==> config.mk <==
export PLATFORM = sky130hd
export DESIGN_NAME = rbc_front
export DESIGN_NICKNAME = d
export VERILOG_FILES = /design/src/hdl/rbc_pkg.sv /design/src/hdl/rbc_front.sv
export SDC_FILE = /design/constraint.sdc
export NUM_CORES = 1
export LEC_CHECK = 0
export ABC_AREA = 1
export BUFFER_PORTS_ARGS = -buffer_cell sky130_fd_sc_hd__buf_2
export CAP_MARGIN = 15
export CORE_ASPECT_RATIO = 0.6
export CORE_MARGIN = 4
export CORE_UTILIZATION = 53
export DETAILED_ROUTE_END_ITERATION = 8
export PLACE_DENSITY = 0.82
export SLEW_MARGIN = 20
export SYNTH_ARGS = -nofsm -noshare
export SYNTH_HDL_FRONTEND = slang
export SYNTH_SLANG_ARGS = --single-unit
==> constraint.sdc <==
create_clock -name clk -period 7.1 [get_ports clk]
set_input_delay 0 -clock clk [delete_from_list [all_inputs] [get_ports clk]]
set_output_delay 0 -clock clk [all_outputs]
set_load 0.005 [all_outputs]
==> src/hdl/rbc_pkg.sv <==
package rbc_pkg;

  localparam int RBC_MAX_POINTS  = 1024;
  localparam int RBC_COORD_BITS  = 32;
  localparam int LEN_W           = 44;
  localparam int GOAL_W          = 32;
  localparam int CFG_IDX_W       = 8;
  localparam int MIN_PLAN_POINTS = 2;

  localparam logic [LEN_W-1:0] LEN_MAX      = '1;
  localparam logic [LEN_W-1:0] THRESH_RESET = LEN_W'(65536);

  typedef enum logic [1:0] {
    V_NEW     = 2'd0,
    V_PARTIAL = 2'd1,
    V_FULL    = 2'd2,
    V_FAILED  = 2'd3
  } verdict_t;

  typedef enum logic [CFG_IDX_W-1:0] {
    REG_THRESH = 8'd0,
    REG_REPLAN = 8'd1
  } cfg_reg_t;

  // per-item classification made at the front
  typedef struct packed {
    logic first;
    logic drop;
    logic last;
    logic ovf;
  } item_ctl_t;

  typedef enum logic [1:0] {
    M_NEAR,
    M_NEW,
    M_OLD
  } dist_mode_t;

  typedef enum logic [3:0] {
    B_IDLE,
    B_DISPATCH,
    B_NEW_CHK,
    B_RD,
    B_DIFF,
    B_MUL,
    B_SUM,
    B_SQRT,
    B_WRITE,
    B_JUDGE,
    B_OLD_LD,
    B_OLD_LD2,
    B_DECIDE
  } back_state_t;

  typedef enum logic {
    S_IDLE,
    S_RUN
  } sqrt_state_t;

endpackage

==> src/hdl/rbc_front.sv <==
module rbc_front import rbc_pkg::*; #(
  parameter int MAX_POINTS = RBC_MAX_POINTS,
  parameter int COORD_BITS = RBC_COORD_BITS,
  localparam int AW = $clog2(MAX_POINTS),
  localparam int CW = AW + 1
) (
  input  logic                  clk,
  input  logic                  rst_n,
  input  logic                  start,
  output logic                  busy,
  input  logic [COORD_BITS-1:0] in_point_x,
  input  logic [COORD_BITS-1:0] in_point_y,
  input  logic                  in_last_point,
  input  logic [GOAL_W-1:0]     in_goal_key,
  output logic                  q_valid,
  input  logic                  q_pop,
  output item_ctl_t             q_ctl,
  output logic [AW-1:0]         q_idx,
  output logic [COORD_BITS-1:0] q_x,
  output logic [COORD_BITS-1:0] q_y,
  output logic [GOAL_W-1:0]     q_goal
);

  logic [CW-1:0] cnt_r, cnt_nxt;
  logic          ovf_r, ovf_nxt;

  item_ctl_t             ctl_q  [2];
  logic [AW-1:0]         idx_q  [2];
  logic [COORD_BITS-1:0] x_q    [2];
  logic [COORD_BITS-1:0] y_q    [2];
  logic [GOAL_W-1:0]     goal_q [2];

  logic       wr_ptr_r, rd_ptr_r;
  logic [1:0] level_r;
  logic       push;
  item_ctl_t  ctl_new;

  assign busy = level_r == 2'd2;
  assign push = start && !busy;

  always_comb begin
    ctl_new.first = (cnt_r == '0) && !ovf_r;
    ctl_new.drop  = cnt_r >= CW'(MAX_POINTS);
    ctl_new.last  = in_last_point;
    ctl_new.ovf   = ovf_r || ctl_new.drop;
    cnt_nxt = cnt_r;
    ovf_nxt = ovf_r;
    if (push) begin
      if (in_last_point) begin
        cnt_nxt = '0;
        ovf_nxt = 1'b0;
      end else begin
        ovf_nxt = ctl_new.ovf;
        if (!ctl_new.drop) cnt_nxt = cnt_r + CW'(1);
      end
    end
  end

  always_ff @(posedge clk) begin
    if (!rst_n) begin
      cnt_r    <= '0;
      ovf_r    <= 1'b0;
      wr_ptr_r <= 1'b0;
      rd_ptr_r <= 1'b0;
      level_r  <= '0;
    end else begin
      cnt_r   <= cnt_nxt;
      ovf_r   <= ovf_nxt;
      level_r <= level_r + {1'b0, push} - {1'b0, q_pop};
      if (push)  wr_ptr_r <= !wr_ptr_r;
      if (q_pop) rd_ptr_r <= !rd_ptr_r;
    end
  end

  always_ff @(posedge clk) begin
    if (push) begin
      ctl_q[wr_ptr_r]  <= ctl_new;
      idx_q[wr_ptr_r]  <= cnt_r[AW-1:0];
      x_q[wr_ptr_r]    <= in_point_x;
      y_q[wr_ptr_r]    <= in_point_y;
      goal_q[wr_ptr_r] <= in_goal_key;
    end
  end

  assign q_valid = level_r != 2'd0;
  assign q_ctl   = ctl_q[rd_ptr_r];
  assign q_idx   = idx_q[rd_ptr_r];
  assign q_x     = x_q[rd_ptr_r];
  assign q_y     = y_q[rd_ptr_r];
  assign q_goal  = goal_q[rd_ptr_r];

endmodule

==> results by group, run 1 <==
Run status
  • Outcome: completed

Pwr
  • Comb power frac: 13.6%
  • Clk pwr share: 32.6%
  • P per Cell Area: 272 mW/mm^2
  • Pint: 2490 uW
  • Sequential share of power: 53.8%
  • Leak: 0.00447 uW
  • Peak VDD IR: 0.000177 V
  • Switching power: 722 uW
  • Net Sw Frac: 22.5%

Synth
  • Post-Syn Instances: 468
  • Synth cell count leaders: 220 x edfxtp_1, 110 x mux2_2, 21 x nand2_1, 20 x inv_1, 20 x nor2_1
  • Asr flop ratio synth: 0%
  • Distinct cells, synth: 25
  • Seq/Total Area, Yosys: 78.2%
  • Post-Syn Area: 0.00888 mm^2
  • Yosys reg bits: 237
  • Area contributors post-synth: edfxtp_1 74%, mux2_2 14%, dfxtp_1 3.8%, buf_6 1.4%, nand2_1 0.89%
  • Post-synth top flop: edfxtp_1
  • Syn nets: 573
  • Avg Inst Size Synth: 19.0 um^2
  • Top-count cell post-synth: edfxtp_1
  • EDFF count, synth: 220
  • Synth top area share: 74.4%
  • Largest area contributor in the netlist: edfxtp_1
  • Synth warn: 0

Timing
  • Fin. Hold Viols: 0
  • Post-layout minimum cycle time: 2.68 ns
  • Final setup skew: 0.0124 ns
  • Rel. slew slack: 39.8%
  • Final setup fails: 0
  • Fmax: 373 MHz
  • Crit share post-route: 37.7%
  • Final hold slack: 0.233 ns
  • Unrepaired setup endpoints after global routing: no
  • Worst slew pin tran: 0.903 ns
  • Setup TNS: 0 ns
  • Final Max Slew Viols: 0

Setup path
  • Reg-to-Reg End: x_q[1][14]$_DFFE_PP_
  • Worst setup EP type: primary output
  • Reg2reg setup slack: 5.26 ns
  • Worst-path cell chain: buf_4 -> mux2_2 -> buf_2
  • Critical Path Source Type: register
  • Critical path type: reg2out
  • CP bufs+invs: 2
  • Family with the most delay on the worst path: flip-flops
  • Slowest CP cell: dfxtp_4
  • FF-to-FF Start: level_r[0]$_SDFF_PN0_
  • Max incr delay on CP: 0.84 ns
  • Reg2reg path depth: 5
  • Crit path max fanout: 58
  • Worst Path Arrival: 2.68 ns
  • CP Data Required Time: 7.10 ns

Layout
  • Post-route core utilization: 72.2%
  • Nets: 900
  • Antenna Diode Count: 0
  • Share of cells above drive strength 1: 45.5%
  • Area growth syn-to-layout: 32.6%

Min path
  • Worst hold endpoint: goal_q[0][20]$_DFFE_PP_
  • Worst min path class: in2reg
  • Hold depth: 2
  • Min-delay src: in_goal_key[20]

Detailed routing
  • Via count: 5249
  • Routed Antenna Nets: 0
  • DR vias/cell: 5.07
  • Drt drc: 0
  • Total wire length: 19800 um
  • Initial DRC Count: 528
  • Wire per inst: 19.1 um
  • First-pass DRT Iterations: 4

Die
  • I/O pin count: 213
  • Die width: 175 um
  • Die area: 0.0190 mm^2
  • Rows: 36
  • Die height: 108 um
  • Core Box Area: 0.0163 mm^2
  • Starting density of the core: 54.5%

CTS
  • Hold_buf cts: 100
  • Post_cts resized: 0
  • H-tree depth: 1
  • Worst skew pair latency: 0.49 ns
  • CTS Sinks: 237
  • CTS buffer count: 22
  • Clock Tree Buf Depth: 3
  • CTS tree: yes
  • Setup bufs post-CTS: 0
  • Clk slew on worst S/H paths: 0.06 ns
  • Clock root buffer: clkbuf_16

Placement
  • Detailed placement HPWL: 12000 um
  • I/O Buffers: 212
  • GPL Wtd Cong: 0.784

Global routing
  • Initial antenna violation count: 0
  • Overall Global Routing Usage: 20.5%
  • First-pass GRT wire length: 30300 um
  • Number of global-route vias before repair: 5469
  • Pin count of the biggest net entering global routing: 68
  • GRT overflow: 0

Run
  • Max_cap viols: 0
==> power groups by stage <==
stage	clock network (uW)	logic [uW]	registers, uW
after floorplan	0	227	1750
after global placement	0	374	1740
after detailed placement	0	387	1750
after CTS	1070	435	1720
after global routing	1130	471	1740
final	1050	435	1730
==> state kept, by name (all words and copies together), names as in the netlist, named ones only <==
| register | flops |
|---|---|
| cnt_r | 11 |
| ctl_q | 8 |
| goal_q | 64 |
| idx_q | 20 |
| level_r | 2 |
| ovf_r | 1 |
| rd_ptr_r | 1 |
| wr_ptr_r | 1 |
| x_q | 64 |
| y_q | 64 |
==> cells by family after synthesis <==
logic type / share of synthesized area, %
compound gates: 0.831
flops: 78.2
mux: 13.9
buf+inv: 2.56
fa+ha+maj: 0.564
xor+xnor: 0.197
simple gates: 3.68
==> stage by stage <==
step / total power [uW] / instances / worst slack (ns) / area [um^2]
floorplan: 1980 / 468 / 1.38 / 8880
global placement: 2120 / 899 / 4.94 / 10100
detailed placement: 2140 / 899 / 4.91 / 10100
CTS: 3230 / 1036 / 4.39 / 11800
global route: 3340 / 1036 / 4.28 / 11800
finish: 3210 / 1036 / 4.42 / 11800
==> worst max path at each step <==
stage                                startpoint                    end  slack [ns]  cells past startpoint
after floorplan           level_r[0]$_SDFF_PN0_  ctl_q[1][0]$_DFFE_PP_        1.38                      4
after global placement                 register                 q_y[2]        4.94                      3
after detailed placement               register                 q_y[2]        4.91                      3
after CTS                              register                 q_y[2]        4.39                      3
after global routing                   register                 q_y[2]        4.28                      3
final                                  register              q_goal[3]        4.42                      3
==> layout make-up <==
class	instances	area (um^2)
Clock inverter	5	21.3
Fill cell	1012	4530
Inverter	23	86.3
Tap cell	228	285
Clock buffer	32	609
Timing Repair Buffer	317	2100
Multi-Input combinational cell	194	1720
Sequential cell	237	6950
==> layout by cell type, fill, tap and decap left out <==
cell             n
o21ai_2          1
dfxtp_4          1
nor2_8           1
clkbuf_1         9
nand2_2          1
nor2_2           1
nand2_4          2
nand3_2          2
nor2_4           4
mux2_2         110
nor3_1           1
clkinv_1         3
inv_2            3
dfxtp_1         16
inv_1           20
nand2_1         21
edfxtp_1       220
o21ai_0          3
buf_2          212
dlygate4sd3_1  100
nand3_1          9
clkinv_2         2
nor2_1          18
ha_1             4
nand4_1          3
a21oi_1         10
nor4_1           1
clkbuf_16       23
buf_4            5
xnor2_1          2
==> layer usage <==
| layer | global-route usage, % | up-vias | wire length, um |
|---|---|---|---|
| met5 | 0 | - | 0 |
| met4 | 2.52 | 0 | 187 |
| met3 | 4.65 | 20 | 1320 |
| met2 | 37.2 | 202 | 10200 |
| met1 | 26.6 | 2605 | 8020 |
| li1 | - | 2422 | - |
Power figures use the tool's default switching activity.
==> run 2: changes to the inputs <==
--- a/config.mk
+++ b/config.mk
@@ -5,14 +5,14 @@
 export SDC_FILE = /design/constraint.sdc
 export NUM_CORES = 1
 export LEC_CHECK = 0
-export ABC_AREA = 1
+export ABC_AREA = 0
 export BUFFER_PORTS_ARGS = -buffer_cell sky130_fd_sc_hd__buf_2
 export CAP_MARGIN = 15
 export CORE_ASPECT_RATIO = 0.6
 export CORE_MARGIN = 4
-export CORE_UTILIZATION = 53
+export CORE_UTILIZATION = 48
 export DETAILED_ROUTE_END_ITERATION = 8
-export PLACE_DENSITY = 0.82
+export PLACE_DENSITY = 0.79
 export SLEW_MARGIN = 20
 export SYNTH_ARGS = -nofsm -noshare
 export SYNTH_HDL_FRONTEND = slang
==> constraint.sdc (replaced) <==
create_clock -name clk -period 2.3 [get_ports clk]
set_input_delay 0 -clock clk [delete_from_list [all_inputs] [get_ports clk]]
set_output_delay 0 -clock clk [all_outputs]
set_load 0.005 [all_outputs]
==> run 2 against run 1 <==
  * Routed wire length decreased by 5.2%
  * Critical path depth stayed put
  * Critical path type unchanged
  * Count of clock-buffer cells in the layout fell by 2
  * Area after synthesis fell by 1.5%
  * Via count shrank 2.2%
  * Cell area up 0.84%
  * Power increased to 3.4 times the previous value
  * Clock skew is 0.0013 ns lower
  * Largest cell class unchanged
  * Combinational power rose to 4.2 times the previous value
==> results by group, run 2 <==
Run status
  • Outcome: completed

CTS
  • CTS tree: yes
  • Clock root buffer: clkbuf_16
  • Clock Tree Buf Depth: 3
  • CTS Sinks: 237
  • Clk slew on worst S/H paths: 0.07 ns
  • H-tree depth: 1
  • Setup bufs post-CTS: 0
  • Worst skew pair latency: 0.49 ns
  • CTS buffer count: 22

Setup path
  • Reg2reg path depth: 9
  • Critical Path Source Type: register
  • Family with the most delay on the worst path: flip-flops
  • Crit path max fanout: 30
  • Slowest CP cell: dfxtp_4
  • Worst setup EP type: primary output
  • CP Data Required Time: 2.30 ns
  • Stages on the worst setup path: 3
  • Max incr delay on CP: 0.62 ns
  • Worst Path Arrival: 2.07 ns
  • CP bufs+invs: 2
  • Critical path type: reg2out
  • Worst-path cell chain: buf_4 -> mux2_2 -> buf_2

Synth
  • Synth Area in Adders: 0.572%
  • Post-synth top flop: edfxtp_1
  • Seq/Total Area, Yosys: 79.4%
  • Compound-gate portion of the synthesized area: 0.858%
  • EDFF count, synth: 220
  • Mux contribution to synthesized area: 14.2%
  • Distinct cells, synth: 38
  • Syn nets: 543
  • Simple-Gate Fraction of Synth Area: 3.15%
  • Avg Inst Size Synth: 20.0 um^2
  • Post-synthesis xor/xnor area fraction: 0.801%
  • Asr flop ratio synth: 0%
  • Yosys reg bits: 237
  • Top-count cell post-synth: edfxtp_1
  • Post-Syn Instances: 438
  • Area contributors post-synth: edfxtp_1 75%, mux2_2 14%, dfxtp_1 3.9%, buf_2 0.57%, ha_1 0.57%
  • Largest area contributor in the netlist: edfxtp_1
  • Synth top area share: 75.5%
  • Largest family of logic cells by synthesized area: multiplexers
  • Synth cell count leaders: 220 x edfxtp_1, 110 x mux2_2, 17 x dfxtp_1, 11 x nor2_1, 10 x buf_2
  • Synth warn: 0
  • Post-Syn Area: 0.00875 mm^2

Detailed routing
  • First-pass DRT Iterations: 4
  • Initial DRC Count: 348
  • DR vias/cell: 5.04
  • Routed Antenna Nets: 0
  • Via count: 5132
  • Wire per inst: 18.4 um
  • Drt drc: 0
  • Total wire length: 18700 um

Min path
  • Worst min path class: in2reg
  • Hold depth: 2

Timing
  • Post-layout minimum cycle time: 2.07 ns
  • Fin. Hold Viols: 0
  • Final Max Slew Viols: 0
  • Setup TNS: 0 ns
  • Final setup fails: 0
  • Worst slew pin tran: 0.437 ns
  • Final setup skew: 0.0112 ns
  • Crit share post-route: 89.9%
  • Rel. slew slack: 70.9%
  • Unrepaired setup endpoints after global routing: no
  • Fmax: 484 MHz

Layout
  • Cell area after layout: 0.0119 mm^2
  • FF+latch area: 0.00695 mm^2
  • Most frequent cells in the layout: 220 x edfxtp_1, 212 x buf_2, 110 x mux2_2
  • Share of cells above drive strength 1: 48.1%
  • Most common cell after layout, fill and taps aside: edfxtp_1
  • Multi-input logic area: 0.00172 mm^2
  • Filler cells: 1133
  • Largest registers: goal_q x64, x_q x64, y_q x64
  • Nets: 872
  • Area growth syn-to-layout: 35.7%

Pwr
  • Peak VDD IR: 0.000496 V
  • Leak: 0.00446 uW
  • P per Cell Area: 924 mW/mm^2
  • Tot Pwr: 11000 uW

Placement
  • GPL Wtd Cong: 0.777
  • I/O Buffers: 212
  • Detailed placement HPWL: 11600 um
  • DP Area: 0.0102 mm^2

Global routing
  • GRT overflow: 0
  • Number of global-route vias before repair: 5380
  • Initial antenna violation count: 1
  • Overall Global Routing Usage: 17.9%
  • Pin count of the biggest net entering global routing: 58
  • First-pass GRT wire length: 29300 um

Die
  • Die area: 0.0205 mm^2
  • Core Box Area: 0.0175 mm^2
  • I/O pin count: 213
  • Rows: 37
  • Die height: 113 um
  • Starting density of the core: 50.0%
  • Die width: 182 um

Run
  • Max_cap viols: 0
## run 2: logic make-up after synthesis
family | count (synthesis)
AO/OA/AOI/OAI | 13
adder cells (fa/ha/maj) | 4
buffers and inverters | 22
AND/OR/NAND/NOR | 44
XOR/XNOR | 8
multiplexers | 110
flip-flops | 237
## run 2: final cells by class
class	instances	share of cell area, %
diodes	1	0.0211
well taps	234	2.47
flip-flops and latches	237	58.6
clock inverters	10	0.727
inverters	8	0.274
repair buffers	319	18.2
clock buffers	30	5.24
multi-input cells	179	14.5
## run 2: path summary, 6_finish.rpt
kind | startpoint | end | slack, ns
max | register | q_goal[23] | 0.23
min | in_point_x[5] | x_q[0][5]$_DFFE_PP_ | 0.24
max reg2reg | level_r[0]$_SDFF_PN0_ | level_r[1]$_SDFF_PN0_ | 0.61
min reg2reg | ovf_r$_SDFFE_PN0P_ | ovf_r$_SDFFE_PN0P_ | 0.51
## run 2: report_power, final
part / leakage (uW) / switching (uW) / internal [uW] / total [uW]
clock: 0.000354 / 1480 / 2020 / 3500
sequential: 0.00220 / 174 / 5450 / 5630
combinational: 0.00191 / 951 / 892 / 1840
## run 2: repair_timing
item / CTS / global route
hold buffers: 100 / 0
gates resized for setup: 0 / 0
endpoints found under the hold margin: 204 / 0
## run 2: through the flow
stage | std cells | setup WS [ns] | utilization, % | hold slack, ns
floorplan | 438 | -0.413 | - | 0.0989
global placement | 877 | 0.647 | 58.1 | 0.188
detailed placement | 877 | 0.614 | 58.1 | 0.191
CTS | 1017 | 0.212 | 67.8 | 0.205
global route | 1018 | 0.140 | 67.8 | 0.220
finish | 1018 | 0.232 | 67.8 | 0.236
## run 2: worst reg2reg max path, cell delays in order, from the launching register on
cell and delay (ns):
dfxtp_2 0.33, nand2b_4 0.17, and2_4 0.18, inv_4 0.05
ha_1 0.26, inv_1 0.06, ha_1 0.15, xor2_1 0.19
xnor2_1 0.14, nor2_1 0.06
## run 2: layer usage
| metal | track usage [%] | vias up | share of wire (%) |
|---|---|---|---|
| met4 | 3.65 | 0 | 2.1 |
| li1 | - | 2373 | - |
| met2 | 29.6 | 226 | 47 |
| met5 | 0 | - | 0 |
| met3 | 4.70 | 33 | 8.3 |
| met1 | 24.2 | 2500 | 43 |
